==> src/hdl/rsdac_pkg.sv <==
// rsdac_pkg: shared types and constants of the row scan centroid unit
// no dependencies
package rsdac_pkg;

  localparam int WIDTH_DEF      = 320;
  localparam int MISS_LIMIT_DEF = 5;

  localparam int COORD_W   = 10;
  localparam int SCOORD_W  = 11;
  localparam int SUM_W     = 20;
  localparam int CNT_W     = 11;
  localparam int CFG_IDX_W = 2;
  localparam int MISS_W    = 4;

  localparam logic [COORD_W-1:0] LEFT_WIN_RST   = 10'd130;
  localparam logic [COORD_W-1:0] RIGHT_WIN_RST  = 10'd130;
  localparam logic [COORD_W-1:0] BRANCH_MIN_RST = 10'd10;

  typedef enum logic [CFG_IDX_W-1:0] {
    REG_LEFT_WIN   = 2'd0,
    REG_RIGHT_WIN  = 2'd1,
    REG_BRANCH_MIN = 2'd2
  } cfg_reg_t;

  typedef struct packed {
    logic             start;
    logic [SUM_W-1:0] dividend;
    logic [CNT_W-1:0] divisor;
  } div_req_t;

  typedef struct packed {
    logic             done;
    logic [SUM_W-1:0] quotient;
  } div_rsp_t;

endpackage

==> src/hdl/rsdac_if.sv <==
// rsdac_pixel_if and rsdac_result_if: valid/ready channels of the unit
// depends on rsdac_pkg
interface rsdac_pixel_if;
  import rsdac_pkg::*;
  logic               valid;
  logic               ready;
  logic               pixel;
  logic [COORD_W-1:0] row_number;
  logic               row_end;
  logic               frame_begin;

  modport source (output valid, pixel, row_number, row_end, frame_begin, input ready);
  modport sink (input valid, pixel, row_number, row_end, frame_begin, output ready);
endinterface

interface rsdac_result_if;
  import rsdac_pkg::*;
  logic                valid;
  logic                ready;
  logic [COORD_W-1:0]  out_row;
  logic                row_tracked;
  logic [SCOORD_W-1:0] straight_center;
  logic [SCOORD_W-1:0] side_center;
  logic                branch_found;
  logic [SCOORD_W-1:0] branch_col;
  logic [COORD_W-1:0]  branch_count;
  logic [SCOORD_W-1:0] raw_left_edge;
  logic [SCOORD_W-1:0] raw_right_edge;
  logic [COORD_W-1:0]  used_left_edge;

  modport source (output valid, out_row, row_tracked, straight_center, side_center,
                  branch_found, branch_col, branch_count, raw_left_edge,
                  raw_right_edge, used_left_edge, input ready);
  modport sink (input valid, out_row, row_tracked, straight_center, side_center,
                branch_found, branch_col, branch_count, raw_left_edge,
                raw_right_edge, used_left_edge, output ready);
endinterface

==> src/hdl/row_scan_dual_anchor_centroid_unit.sv <==
// row_scan_dual_anchor_centroid_unit: lane edge and window centroid tracker
// depends on rsdac_pkg, rsdac_if, rsdac_row_buf and rsdac_div
//
// pixels: one mask pixel per transfer, columns 0 to WIDTH-1, rows bottom to top;
// row_end marks the last pixel of a row, frame_begin the first pixel of a frame.
// results: one transfer per row, holding edges, window centroids and branch data.
// wr_en/wr_index/wr_data: register writes, to be made only while no row is in flight.
// Pixels are taken one per cycle into the row memory. The row_end pixel starts
// the row evaluation and pixels is not ready until it is finished: an edge pass
// over the row memory, a window pass and up to three divisions on the shared
// divider, one after another, since there is a single read port and one divider.
// The result sits in an output register; pixel intake of the next row goes on
// while it waits, but a stalled receiver holds that row's evaluation at its end
// and pixel intake with it. Reset clears the control state and loads the register
// defaults; row memory is not cleared, so columns past the end of a short row
// keep what earlier rows wrote there.
module row_scan_dual_anchor_centroid_unit #(
  parameter int WIDTH      = rsdac_pkg::WIDTH_DEF,
  parameter int MISS_LIMIT = rsdac_pkg::MISS_LIMIT_DEF
) (
  input  logic                                  clk,
  input  logic                                  rst,
  rsdac_pixel_if.sink                           pixels,
  rsdac_result_if.source                        results,
  input  logic                                  wr_en,
  input  logic [rsdac_pkg::CFG_IDX_W-1:0]       wr_index,
  input  logic [rsdac_pkg::COORD_W-1:0]         wr_data
);
  import rsdac_pkg::*;

  localparam int AW  = $clog2(WIDTH);
  localparam int CPW = $clog2(WIDTH + 1);
  localparam int HALF = WIDTH / 2;

  typedef enum logic [2:0] {
    S_IDLE, S_EDGE, S_EVAL, S_WIN, S_DIV_L, S_DIV_R, S_DIV_B, S_OUT
  } state_t;

  state_t state;

  logic [COORD_W-1:0]  lww, rww, bmin_reg;
  logic [CPW-1:0]      cp;
  logic [COORD_W-1:0]  last_l;
  logic [SCOORD_W-1:0] last_r;
  logic [MISS_W-1:0]   missing;
  logic [COORD_W-1:0]  row_reg;

  logic [AW-1:0]       sc;
  logic                scan_on;
  logic                p_valid;
  logic [AW-1:0]       p_col;
  logic                rd_data;

  logic                edge_found;
  logic [AW-1:0]       raw_l, raw_r;

  logic                tracked;
  logic [COORD_W-1:0]  left_e;
  logic [SCOORD_W-1:0] right_e, l_hi, r_lo;

  logic [SUM_W-1:0]    sum_l, sum_r, sum_b;
  logic [CNT_W-1:0]    cnt_l, cnt_r, cnt_b;
  logic [SCOORD_W-1:0] c_l, c_r, c_b;
  logic                b_found;
  logic                div_wait;

  div_req_t div_req;
  div_rsp_t div_rsp;

  logic                acc;
  logic [CPW-1:0]      cp_eff;
  logic                wr_mem;
  logic [CNT_W-1:0]    bmin_eff;
  logic [SCOORD_W-1:0] col;
  logic [COORD_W+1:0]  cl_def;
  logic [SCOORD_W-1:0] cl_sat;
  logic signed [SCOORD_W+1:0] cr_def;
  logic [SCOORD_W-1:0] cr_sat;
  logic [MISS_W-1:0]   missing_new;
  logic [COORD_W-1:0]  left_v;
  logic [SCOORD_W-1:0] right_v;
  logic [COORD_W:0]    lhi_sum;

  assign pixels.ready = state == S_IDLE;
  assign acc    = pixels.valid && pixels.ready;
  assign cp_eff = pixels.frame_begin ? '0 : cp;
  assign wr_mem = acc && (cp_eff < CPW'(WIDTH));

  assign bmin_eff = (bmin_reg == '0) ? CNT_W'(1) : {1'b0, bmin_reg};
  assign col      = SCOORD_W'(p_col);

  always_comb begin
    cl_def = {2'b0, left_e} + {3'b0, lww[COORD_W-1:1]};
    cl_sat = (cl_def > 12'd1023) ? SCOORD_W'(1023) : {1'b0, cl_def[COORD_W-1:0]};
    cr_def = $signed({2'b0, right_e}) - $signed({4'b0, rww[COORD_W-1:1]});
    cr_sat = (cr_def > 13'sd1023) ? SCOORD_W'(1023) : cr_def[SCOORD_W-1:0];
  end

  always_comb begin
    if (edge_found) begin
      missing_new = '0;
      left_v      = COORD_W'(raw_l);
      right_v     = SCOORD_W'(raw_r);
    end else begin
      missing_new = (missing == '1) ? missing : missing + 1'b1;
      left_v      = last_l;
      right_v     = last_r;
    end
    lhi_sum = {1'b0, left_v} + {1'b0, lww};
  end

  always_comb begin
    div_req = '0;
    case (state)
      S_DIV_L: begin
        div_req.start    = !div_wait && cnt_l != '0;
        div_req.dividend = sum_l;
        div_req.divisor  = cnt_l;
      end
      S_DIV_R: begin
        div_req.start    = !div_wait && cnt_r != '0;
        div_req.dividend = sum_r;
        div_req.divisor  = cnt_r;
      end
      S_DIV_B: begin
        div_req.start    = !div_wait && cnt_b >= bmin_eff;
        div_req.dividend = sum_b;
        div_req.divisor  = cnt_b;
      end
      default: div_req = '0;
    endcase
  end

  rsdac_row_buf #(.WIDTH(WIDTH)) u_row_buf (
    .clk     (clk),
    .wr_en   (wr_mem),
    .wr_addr (cp_eff[AW-1:0]),
    .wr_data (pixels.pixel),
    .rd_addr (sc),
    .rd_data (rd_data)
  );

  rsdac_div u_div (
    .clk (clk),
    .rst (rst),
    .req (div_req),
    .rsp (div_rsp)
  );

  always_ff @(posedge clk) begin
    if (rst) begin
      state         <= S_IDLE;
      lww           <= LEFT_WIN_RST;
      rww           <= RIGHT_WIN_RST;
      bmin_reg      <= BRANCH_MIN_RST;
      cp            <= '0;
      missing       <= '0;
      last_l        <= COORD_W'(HALF);
      last_r        <= SCOORD_W'(HALF) + SCOORD_W'(RIGHT_WIN_RST[COORD_W-1:1]);
      scan_on       <= 1'b0;
      p_valid       <= 1'b0;
      div_wait      <= 1'b0;
      results.valid <= 1'b0;
    end else begin
      if (wr_en) begin
        case (wr_index)
          REG_LEFT_WIN:   lww      <= wr_data;
          REG_RIGHT_WIN:  rww      <= wr_data;
          REG_BRANCH_MIN: bmin_reg <= wr_data;
          default: ;
        endcase
      end

      if (results.valid && results.ready && state != S_OUT) begin
        results.valid <= 1'b0;
      end

      // memory read pipeline shared by both passes
      p_valid <= scan_on;
      p_col   <= sc;
      if (scan_on) begin
        sc <= sc + 1'b1;
        if (sc == AW'(WIDTH - 1)) begin
          scan_on <= 1'b0;
        end
      end

      case (state)
        S_IDLE: begin
          if (acc) begin
            if (pixels.frame_begin) begin
              missing <= '0;
              last_l  <= COORD_W'(HALF);
              last_r  <= SCOORD_W'(HALF) + SCOORD_W'(rww[COORD_W-1:1]);
            end
            if (pixels.row_end) begin
              cp         <= '0;
              row_reg    <= pixels.row_number;
              state      <= S_EDGE;
              scan_on    <= 1'b1;
              sc         <= '0;
              edge_found <= 1'b0;
            end else begin
              cp <= wr_mem ? cp_eff + 1'b1 : cp_eff;
            end
          end
        end
        S_EDGE: begin
          if (p_valid && rd_data) begin
            if (!edge_found) begin
              raw_l <= p_col;
            end
            edge_found <= 1'b1;
            raw_r      <= p_col;
          end
          if (!scan_on && !p_valid) begin
            state <= S_EVAL;
          end
        end
        S_EVAL: begin
          missing <= missing_new;
          if (edge_found) begin
            last_l <= left_v;
            last_r <= right_v;
          end
          left_e  <= left_v;
          right_e <= right_v;
          l_hi    <= (lhi_sum > (COORD_W + 1)'(WIDTH - 1)) ? SCOORD_W'(WIDTH - 1)
                                                           : SCOORD_W'(lhi_sum);
          r_lo    <= (right_v < {1'b0, rww}) ? '0 : right_v - {1'b0, rww};
          tracked <= missing_new <= MISS_W'(MISS_LIMIT);
          sum_l <= '0; sum_r <= '0; sum_b <= '0;
          cnt_l <= '0; cnt_r <= '0; cnt_b <= '0;
          if (missing_new <= MISS_W'(MISS_LIMIT)) begin
            state   <= S_WIN;
            scan_on <= 1'b1;
            sc      <= '0;
          end else begin
            state <= S_OUT;
          end
        end
        S_WIN: begin
          if (p_valid && rd_data) begin
            if (col >= SCOORD_W'(left_e) && col <= l_hi) begin
              sum_l <= sum_l + SUM_W'(col);
              cnt_l <= cnt_l + 1'b1;
            end
            if (col >= r_lo && col <= right_e) begin
              sum_r <= sum_r + SUM_W'(col);
              cnt_r <= cnt_r + 1'b1;
            end
            if (col > l_hi) begin
              sum_b <= sum_b + SUM_W'(col);
              cnt_b <= cnt_b + 1'b1;
            end
          end
          if (!scan_on && !p_valid) begin
            state <= S_DIV_L;
          end
        end
        S_DIV_L: begin
          if (!div_wait) begin
            if (div_req.start) begin
              div_wait <= 1'b1;
            end else begin
              c_l   <= cl_sat;
              state <= S_DIV_R;
            end
          end else if (div_rsp.done) begin
            div_wait <= 1'b0;
            c_l      <= {1'b0, div_rsp.quotient[COORD_W-1:0]};
            state    <= S_DIV_R;
          end
        end
        S_DIV_R: begin
          if (!div_wait) begin
            if (div_req.start) begin
              div_wait <= 1'b1;
            end else begin
              c_r   <= cr_sat;
              state <= S_DIV_B;
            end
          end else if (div_rsp.done) begin
            div_wait <= 1'b0;
            c_r      <= {1'b0, div_rsp.quotient[COORD_W-1:0]};
            state    <= S_DIV_B;
          end
        end
        S_DIV_B: begin
          if (!div_wait) begin
            if (div_req.start) begin
              div_wait <= 1'b1;
            end else begin
              b_found <= 1'b0;
              c_b     <= '1;
              state   <= S_OUT;
            end
          end else if (div_rsp.done) begin
            div_wait <= 1'b0;
            b_found  <= 1'b1;
            c_b      <= {1'b0, div_rsp.quotient[COORD_W-1:0]};
            state    <= S_OUT;
          end
        end
        S_OUT: begin
          if (!results.valid || results.ready) begin
            results.valid          <= 1'b1;
            results.out_row        <= row_reg;
            results.row_tracked    <= tracked;
            results.raw_left_edge  <= edge_found ? SCOORD_W'(raw_l) : '1;
            results.raw_right_edge <= edge_found ? SCOORD_W'(raw_r) : '1;
            results.used_left_edge <= left_e;
            if (tracked) begin
              results.straight_center <= c_l;
              results.side_center     <= c_r;
              results.branch_found    <= b_found;
              results.branch_col      <= c_b;
              results.branch_count    <= cnt_b[COORD_W-1:0];
            end else begin
              results.straight_center <= '0;
              results.side_center     <= '0;
              results.branch_found    <= 1'b0;
              results.branch_col      <= '1;
              results.branch_count    <= '0;
            end
            state <= S_IDLE;
          end
        end
        default: state <= S_IDLE;
      endcase
    end
  end

`ifndef ASSERT_OFF
  a_div_nonzero: assert property (@(posedge clk) disable iff (rst)
    div_req.start |-> div_req.divisor != '0)
    else $error("divider started with zero divisor");

  a_row_end_blocks: assert property (@(posedge clk) disable iff (rst)
    (acc && pixels.row_end) |=> !pixels.ready)
    else $error("pixel taken during row evaluation");

  a_cp_range: assert property (@(posedge clk) disable iff (rst)
    cp <= CPW'(WIDTH))
    else $error("column pointer past row width");

  a_scan_idle: assert property (@(posedge clk) disable iff (rst)
    scan_on |-> (state == S_EDGE || state == S_WIN))
    else $error("row memory scan outside a pass");
`endif
endmodule

==> src/hdl/rsdac_row_buf.sv <==
// rsdac_row_buf: one-bit row memory, one write and one registered read port
// depends on nothing but its parameter
module rsdac_row_buf #(
  parameter int WIDTH = 320
) (
  input  logic                     clk,
  input  logic                     wr_en,
  input  logic [$clog2(WIDTH)-1:0] wr_addr,
  input  logic                     wr_data,
  input  logic [$clog2(WIDTH)-1:0] rd_addr,
  output logic                     rd_data
);
  logic mem [WIDTH];

  always_ff @(posedge clk) begin
    if (wr_en) begin
      mem[wr_addr] <= wr_data;
    end
    rd_data <= mem[rd_addr];
  end
endmodule

==> src/hdl/rsdac_div.sv <==
// rsdac_div: restoring divider, one quotient bit per cycle
// depends on rsdac_pkg
module rsdac_div (
  input  logic                clk,
  input  logic                rst,
  input  rsdac_pkg::div_req_t req,
  output rsdac_pkg::div_rsp_t rsp
);
  import rsdac_pkg::*;

  localparam int STEP_W = $clog2(SUM_W);

  logic              busy;
  logic              done;
  logic [STEP_W-1:0] step;
  logic [SUM_W-1:0]  dvd;
  logic [CNT_W-1:0]  dsr;
  logic [CNT_W-1:0]  rem;
  logic [CNT_W:0]    rem_sh;
  logic              ge;
  logic [CNT_W-1:0]  rem_next;

  always_comb begin
    rem_sh   = {rem, dvd[SUM_W-1]};
    ge       = rem_sh >= {1'b0, dsr};
    rem_next = ge ? CNT_W'(rem_sh - {1'b0, dsr}) : rem_sh[CNT_W-1:0];
  end

  always_ff @(posedge clk) begin
    if (rst) begin
      busy <= 1'b0;
      done <= 1'b0;
    end else begin
      done <= 1'b0;
      if (req.start) begin
        busy <= 1'b1;
        step <= STEP_W'(SUM_W - 1);
        dvd  <= req.dividend;
        dsr  <= req.divisor;
        rem  <= '0;
      end else if (busy) begin
        rem  <= rem_next;
        dvd  <= {dvd[SUM_W-2:0], ge};
        step <= step - 1'b1;
        if (step == '0) begin
          busy <= 1'b0;
          done <= 1'b1;
        end
      end
    end
  end

  assign rsp.done     = done;
  assign rsp.quotient = dvd;
endmodule

==> src/flat_wrapper.sv <==
// flat-port wrapper written by rule: the top's interface ports become plain ports
module row_scan_dual_anchor_centroid_unit_flat import rsdac_pkg::*;
#(
  parameter int WIDTH      = rsdac_pkg::WIDTH_DEF,
  parameter int MISS_LIMIT = rsdac_pkg::MISS_LIMIT_DEF
)
  (clk, rst, wr_en, wr_index, wr_data, pixels_valid, pixels_pixel, pixels_row_number, pixels_row_end, pixels_frame_begin, pixels_ready, results_valid, results_out_row, results_row_tracked, results_straight_center, results_side_center, results_branch_found, results_branch_col, results_branch_count, results_raw_left_edge, results_raw_right_edge, results_used_left_edge, results_ready);
  rsdac_pixel_if pixels_i ();
  rsdac_result_if results_i ();
  input  logic clk;
  input  logic rst;
  input  logic wr_en;
  input  logic [rsdac_pkg::CFG_IDX_W-1:0] wr_index;
  input  logic [rsdac_pkg::COORD_W-1:0] wr_data;
  input wire logic [$bits(pixels_i.valid)-1:0] pixels_valid;
  input wire logic [$bits(pixels_i.pixel)-1:0] pixels_pixel;
  input wire logic [$bits(pixels_i.row_number)-1:0] pixels_row_number;
  input wire logic [$bits(pixels_i.row_end)-1:0] pixels_row_end;
  input wire logic [$bits(pixels_i.frame_begin)-1:0] pixels_frame_begin;
  output wire logic [$bits(pixels_i.ready)-1:0] pixels_ready;
  output wire logic [$bits(results_i.valid)-1:0] results_valid;
  output wire logic [$bits(results_i.out_row)-1:0] results_out_row;
  output wire logic [$bits(results_i.row_tracked)-1:0] results_row_tracked;
  output wire logic [$bits(results_i.straight_center)-1:0] results_straight_center;
  output wire logic [$bits(results_i.side_center)-1:0] results_side_center;
  output wire logic [$bits(results_i.branch_found)-1:0] results_branch_found;
  output wire logic [$bits(results_i.branch_col)-1:0] results_branch_col;
  output wire logic [$bits(results_i.branch_count)-1:0] results_branch_count;
  output wire logic [$bits(results_i.raw_left_edge)-1:0] results_raw_left_edge;
  output wire logic [$bits(results_i.raw_right_edge)-1:0] results_raw_right_edge;
  output wire logic [$bits(results_i.used_left_edge)-1:0] results_used_left_edge;
  input wire logic [$bits(results_i.ready)-1:0] results_ready;
  assign pixels_i.valid = pixels_valid;
  assign pixels_i.pixel = pixels_pixel;
  assign pixels_i.row_number = pixels_row_number;
  assign pixels_i.row_end = pixels_row_end;
  assign pixels_i.frame_begin = pixels_frame_begin;
  assign pixels_ready = pixels_i.ready;
  assign results_valid = results_i.valid;
  assign results_out_row = results_i.out_row;
  assign results_row_tracked = results_i.row_tracked;
  assign results_straight_center = results_i.straight_center;
  assign results_side_center = results_i.side_center;
  assign results_branch_found = results_i.branch_found;
  assign results_branch_col = results_i.branch_col;
  assign results_branch_count = results_i.branch_count;
  assign results_raw_left_edge = results_i.raw_left_edge;
  assign results_raw_right_edge = results_i.raw_right_edge;
  assign results_used_left_edge = results_i.used_left_edge;
  assign results_i.ready = results_ready;
  row_scan_dual_anchor_centroid_unit #(.WIDTH(WIDTH), .MISS_LIMIT(MISS_LIMIT)) u_core (.clk(clk), .rst(rst), .pixels(pixels_i), .results(results_i), .wr_en(wr_en), .wr_index(wr_index), .wr_data(wr_data));
endmodule
==> config.mk <==
export PLATFORM = sky130hd
export DESIGN_NAME = row_scan_dual_anchor_centroid_unit_flat
export DESIGN_NICKNAME = d
export VERILOG_FILES = /design/src/hdl/rsdac_pkg.sv /design/src/hdl/rsdac_if.sv /design/src/hdl/row_scan_dual_anchor_centroid_unit.sv /design/src/hdl/rsdac_row_buf.sv /design/src/hdl/rsdac_div.sv /design/src/flat_wrapper.sv
export SDC_FILE = /design/constraint.sdc
export NUM_CORES = 1
export LEC_CHECK = 0
export ABC_AREA = 0
export BUFFER_PORTS_ARGS = -buffer_cell sky130_fd_sc_hd__buf_2
export CELL_PAD_IN_SITES_DETAIL_PLACEMENT = 0
export CELL_PAD_IN_SITES_GLOBAL_PLACEMENT = 1
export CORE_ASPECT_RATIO = 1.2
export CORE_MARGIN = 4
export CORE_UTILIZATION = 47
export CTS_BUF_LIST = sky130_fd_sc_hd__clkbuf_4
export DETAILED_ROUTE_END_ITERATION = 16
export GPL_TIMING_DRIVEN = 0
export HOLD_SLACK_MARGIN = 0.1
export PLACE_DENSITY_LB_ADDON = 0.1
export SLEW_MARGIN = 20
export SYNTH_ARGS = -nofsm -noshare
export SYNTH_HDL_FRONTEND = slang
export SYNTH_SLANG_ARGS = --single-unit
==> constraint.sdc <==
create_clock -name clk -period 8.72 [get_ports clk]
set_input_delay 1.308 -clock clk [delete_from_list [all_inputs] [get_ports clk]]
set_output_delay 1.308 -clock clk [all_outputs]
set_load 0.05 [all_outputs]
==> reports/results.ini, run 1 <==
[floorplanning]
die_area_mm2=0.08077
fp.dieH_um=310.5
die_w_um=260.1
coreArea_mm2=0.07528
rows=110
start_util_pct=47.62
pin_count=119

[yosys]
yosys_warnings=0
syn_inst=2948
synth.largest_area_cell=edfxtp_1
yosys.area.top_type_share_pct=55.87
ys_seq_elements=741
synth.area.top_cells=edfxtp_1 56%, nor2_1 5.3%, ha_1 4.9%
ys.flop_type=edfxtp_1
synth-seq-area-share_pct=60.01
synth_edf_count=667
avgSynthCellArea_um2=12.16
postSynth.asyncResetShare_pct=0
syn_area_mm2=0.03585
synthDistinctLibCells=84

[routing]
drtPass1Iterations=5
drt_iter0_drc=1686
routed-via-count=24560
drcViolationCount=0
ant_nets=0
via_per_inst=5.532
wl_per_cell_um=22.25
finalWirelength_um=98760

[final_layout]
final_common_cell=edfxtp_1
drive_gt1_share_pct=18.08
top_register=u_core.u_row_buf.mem
nets=3457
area_growth_pct=13.20
instances_no_fill=4439
largest_register_ffs=320
mostFrequentLayoutCells=667 x edfxtp_1, 505 x nor2_1, 285 x clkbuf_4
fin_util_pct=53.90

[sta]
worst_clock_skew_ns=0.06232
final.min_clock_period_ns=4.733
relSlewSlack_pct=22.90
worstMarginPinSlew_ns=1.156
rsz0062_at_grt=no
setup_viol=0
drv_slew=0
post-route-period-util_pct=54.27
hold_viol_final=0
fin_ws_ns=3.987
clock.fmax_ghz=0.2113

[clocking]
cts_sinks=741
cts_max_level=4
clock_latency_ns=1.06
cts_tree=yes
post_cts_buffers=0
cts_buffer_depth=3
clkTransAtPathRegs_ns=0.06
ctsHoldBuffers=0
cts-resized-gates=0
cts_buffers=190
cts_root_buf=clkbuf_4

[power_and_ir_drop]
powerDensity_mw_per_mm2=234.0
p_leak_nw=14.42
vdd_drop_max_uv=154.8

[placement]
portBuffers=116
gp_congestion=0.8788
dp_cells=4096
dp_hpwl_um=68420
dp_worst_setup_slack_ns=4.004

[setup_path]
cp_max_fo=10
ff2ff_setup_slack_ns=3.99
setup.worst_path.start_class=flip-flop
cp-end-kind=flip-flop
required_ns=9.50
crit_type=flip-flop to flip-flop
cp.arrival_ns=5.51

[hold_path]
hp-class=flip-flop to flip-flop

[global_route]
grt_max_degree=156
grt_antenna_before_repair=5
grt_pass1_vias=24840
grt_pass1_wl_um=147400
grtUsageTotal_pct=24.22
overflow=0

[run]
maxCapViolations=0

[run_status]
status=completed

## worst paths after layout
kind / startpoint / endpoint / depth (start not counted)
max: u_core.edge_found$_DFFE_PP_ / u_core.l_hi[4]$_SDFFCE_PN1P_ / 13
min: u_core.row_reg[2]$_DFFE_PP_ / u_core.results.out_row[2]$_DFFE_PP_ / 0
max reg2reg: u_core.edge_found$_DFFE_PP_ / u_core.l_hi[4]$_SDFFCE_PN1P_ / 13
min reg2reg: u_core.row_reg[2]$_DFFE_PP_ / u_core.results.out_row[2]$_DFFE_PP_ / 0
## critical path, stage by stage, from the launching register on
cell and delay, ns:
edfxtp_1 0.38, clkbuf_1 0.39, clkbuf_1 0.58, mux2_2 0.46, ha_1 0.26, fa_1 0.47
a21o_1 0.20, a21oi_1 0.19, nor2b_1 0.09, o311ai_1 0.31, a21oi_1 0.16, o31ai_1 0.33
a21boi_1 0.48, o21ai_0 0.17
## per-layer routing
metal  share of wire, %  vias up  wire length [um]  GRT usage [%]
li1                   -    11500                 -              -
met1                 39    12000             38360          28.82
met5              0.024        -                24              0
met3                5.9      238              5804          4.415
met2                 51      816             50480          42.78
met4                4.1        4              4087          10.70
## per-stage QoR
step           hold WS (ns)  total power, mW  instance area [um2]  setup TNS, ns
2_1_floorplan        0.4003            5.799                35850              0
3_3_place_gp         0.4030            6.496                37700        -171.42
3_5_place_dp         0.4065            6.558                38130              0
4_1_cts              0.2960            9.582                40580              0
5_1_grt              0.3522            9.966                40580              0
6_report             0.4243            9.494                40580              0
## report_power, final
part           switching, mW  total, mW  leakage, nW  internal (mW)
combinational           1.34       2.22         6.33          0.882
clock                   1.46       3.01         1.47           1.55
sequential             0.165       4.26         6.62           4.10
total                   2.96       9.49         14.4           6.53
## cells by family after synthesis
| logic type | after synthesis | synth area share [%] |
|---|---|---|
| AND/OR/NAND/NOR | 1083 | 13.73 |
| adder cells (fa/ha/maj) | 147 | 5.298 |
| multiplexers | 175 | 7.501 |
| XOR/XNOR | 97 | 2.370 |
| AO/OA/AOI/OAI | 419 | 7.735 |
| other | 1 | 0.01046 |
| flip-flops | 741 | 60.01 |
| buffers and inverters | 285 | 3.347 |
## Yosys cell counts (48+ instances only)
cell type / instances
nor2_1: 507
ha_1: 139
xnor2_1: 56
inv_1: 130
nand3_1: 67
mux2i_1: 65
nand2b_1: 68
o21ai_0: 85
clkbuf_1: 113
edfxtp_1: 667
nor3_1: 49
dfxtp_1: 74
nor2b_1: 49
a21oi_1: 102
and2_1: 48
mux4_2: 68
nand2_1: 194
## layout make-up
class | instances | area, um2
Fill cell | 6630 | 34700
Sequential cell | 741 | 21510
Multi-Input combinational cell | 1924 | 13240
Clock buffer | 285 | 2140
Tap cell | 1008 | 1261
Timing Repair Buffer | 138 | 918.4
Buffer | 154 | 709.4
Inverter | 131 | 491.7
Clock inverter | 56 | 307.8
Antenna cell | 2 | 5.005
No activity file was read; power rests on OpenSTA's default activity.
==> inputs of run 2 (changes only) <==
==> constraint.sdc (replaced) <==
create_clock -name clk -period 4.8 [get_ports clk]
set_input_delay 0.72 -clock clk [delete_from_list [all_inputs] [get_ports clk]]
set_output_delay 0.72 -clock clk [all_outputs]
set_load 0.05 [all_outputs]
==> reports/results.ini, run 2 (synthesis gave the netlist of run 1 again) <==
[final_layout]
drive_gt1_share_pct=17.84  ; -0.24 points
largest_register_ffs=320  ; unchanged
nets=3483  ; +0.75%
top_register=u_core.u_row_buf.mem
fin_util_pct=54.15  ; +0.25 points
area_growth_pct=13.73
final_common_cell=edfxtp_1
mostFrequentLayoutCells=667 x edfxtp_1, 505 x nor2_1, 286 x clkbuf_4

[setup_path]
cp-end-kind=flip-flop
cpMostUsedCell=a21oi_1
cp.arrival_ns=5.14  ; -0.37 ns
ff2ff_setup_slack_ns=0.42  ; -3.57 ns
crit_type=flip-flop to flip-flop
cpPeakStageDelay_ns=0.46  ; -0.12 ns
required_ns=5.55  ; -3.95 ns
cpMaxStageDelayCell=fa_1
worstPathCellList=clkbuf_1, clkbuf_2, mux2_2, ha_1, fa_1, a21o_1, a21oi_1, nor2b_1, o311ai_1, a21oi_1, o31ai_1, a21boi_2, o21ai_0
crit_buf_inv=2  ; unchanged
cp_max_fo=10  ; unchanged
setup.worst_path.start_class=flip-flop
cpLargestDelayFamily=compound AO/OA/AOI/OAI gates

[global_route]
grtUsageTotal_pct=24.45  ; +0.24 points
grt_pass1_wl_um=149400  ; +1.3%
overflow=0  ; unchanged
grt_antenna_before_repair=4  ; -1
grt_max_degree=171  ; +9.6%
grt_pass1_vias=25380  ; +2.2%

[clocking]
cts_sinks=741  ; unchanged
post_cts_buffers=0  ; unchanged
clock_latency_ns=1.05  ; about the same
cts_buffers=190  ; unchanged
cts_max_level=4  ; unchanged
cts_buffer_depth=3  ; unchanged
cts_root_buf=clkbuf_4
clkTransAtPathRegs_ns=0.06  ; about the same
cts_tree=yes

[sta]
hold_ws_ns=0.2396  ; -0.1847 ns
worst_clock_skew_ns=0.05805  ; -0.004269 ns
tns_ns=0  ; unchanged
hold_viol_final=0  ; unchanged
relSlewSlack_pct=18.86  ; -4.0 points
clock.fmax_ghz=0.2281  ; +7.9%
worstMarginPinSlew_ns=1.217  ; +0.06060 ns
setup_viol=0  ; unchanged
final.min_clock_period_ns=4.385  ; -0.3479 ns
post-route-period-util_pct=91.35  ; +37 points
drv_slew=0  ; unchanged
rsz0062_at_grt=no

[floorplanning]
start_util_pct=47.62  ; unchanged
rows=110  ; unchanged
pin_count=119  ; unchanged
die_w_um=260.1  ; unchanged
coreArea_mm2=0.07528  ; unchanged
fp.dieH_um=310.5  ; unchanged
die_area_mm2=0.08077  ; unchanged

[power_and_ir_drop]
p_leak_nw=14.46  ; +0.32%
internal_power_mw=11.77  ; +80%
combPwrFrac_pct=23.8  ; +0.4 points
powerDensity_mw_per_mm2=419.7  ; +79%
switching_share_pct=31.23  ; +0.033 points
p_seq_share_pct=45.3  ; +0.4 points
clkPwrFrac_pct=31.0  ; -0.7 points
vdd_drop_max_uv=305.3  ; +97%
p_switching_mw=5.343  ; +80%

[run_status]
status=completed

[routing]
drcViolationCount=0  ; unchanged
wl_per_cell_um=22.36  ; +0.51%
drtPass1Iterations=6  ; +1
drt_iter0_drc=2018  ; +20%
via_per_inst=5.567  ; +0.63%
routed-via-count=24770  ; +0.88%
finalWirelength_um=99510  ; +0.76%
ant_nets=0  ; unchanged

[placement]
portBuffers=116  ; unchanged
dp_hpwl_um=68120  ; -0.45%
gp_congestion=0.8738  ; -0.57%

[run]
maxCapViolations=0  ; unchanged

[hold_path]
hp-class=input port to flip-flop

==> run 2: per-layer routing <==
| layer | up-vias | wire [um] | track usage [%] |
|---|---|---|---|
| li1 | 11510 | - | - |
| met1 | 12200 | 38750 | 29.25 |
| met2 | 822 | 51100 | 43.06 |
| met3 | 228 | 5831 | 4.578 |
| met4 | 4 | 3799 | 10.57 |
| met5 | - | 27 | 0 |
==> run 2: timing repair <==
| action | 4_1_cts | 5_1_grt |
|---|---|---|
| endpoints found under the hold margin | 48 | 0 |
| setup endpoints to repair | 0 | 9 |
| resized for setup | 0 | 4 |
| hold buffers | 29 | 0 |
==> run 2: layout make-up <==
type | instances | area, um2
inverters | 131 | 491.7
flip-flops and latches | 741 | 21510
fillers | 6657 | 34520
diodes | 1 | 2.502
clock inverters | 41 | 202.7
plain buffers | 154 | 710.7
repair buffers | 164 | 1192
clock buffers | 286 | 2147
well taps | 1008 | 1261
multi-input cells | 1924 | 13250
==> run 2: worst register-to-register path: cells and delay by family, from the launching register on <==
kind	cells	cell delay, ns
compound gates	7	1.69
flops	1	0.39
buf+inv	2	0.81
simple gates	1	0.09
mux	1	0.43
fa+ha+maj	2	0.71
==> run 2: final timing paths <==
path / startpoint / endpoint / depth (start not counted)
max: u_core.edge_found$_DFFE_PP_ / u_core.l_hi[4]$_SDFFCE_PN1P_ / 13
max reg2reg: u_core.edge_found$_DFFE_PP_ / u_core.l_hi[4]$_SDFFCE_PN1P_ / 13
min: pixels_pixel / u_core.u_row_buf.mem[315]$_DFFE_PP_ / 1
min reg2reg: u_core.row_reg[8]$_DFFE_PP_ / u_core.results.out_row[8]$_DFFE_PP_ / 0
==> run 2: power groups by stage <==
stage               Sequential (mW)  Combinational [mW]  Clock (mW)
finish                         7.74                4.07        5.30
global route                   7.77                4.41        5.81
global placement               7.90                3.90           0
detailed placement             7.88                4.03           0
CTS                            7.74                4.07        5.47
floorplan                      7.74                2.79           0
==> run 2: per-stage QoR <==
step | setup WS, ns | instance area [um2] | power (mW) | instances
after floorplan | 0.1035 | 35860 | 10.53 | 2950
after global placement | -1.608 | 37700 | 11.80 | 4074
after detailed placement | 0.08925 | 38100 | 11.91 | 4092
after CTS | 0.04619 | 40740 | 17.28 | 4448
after global routing | 0.09375 | 40770 | 17.98 | 4450
final | 0.4152 | 40770 | 17.11 | 4450
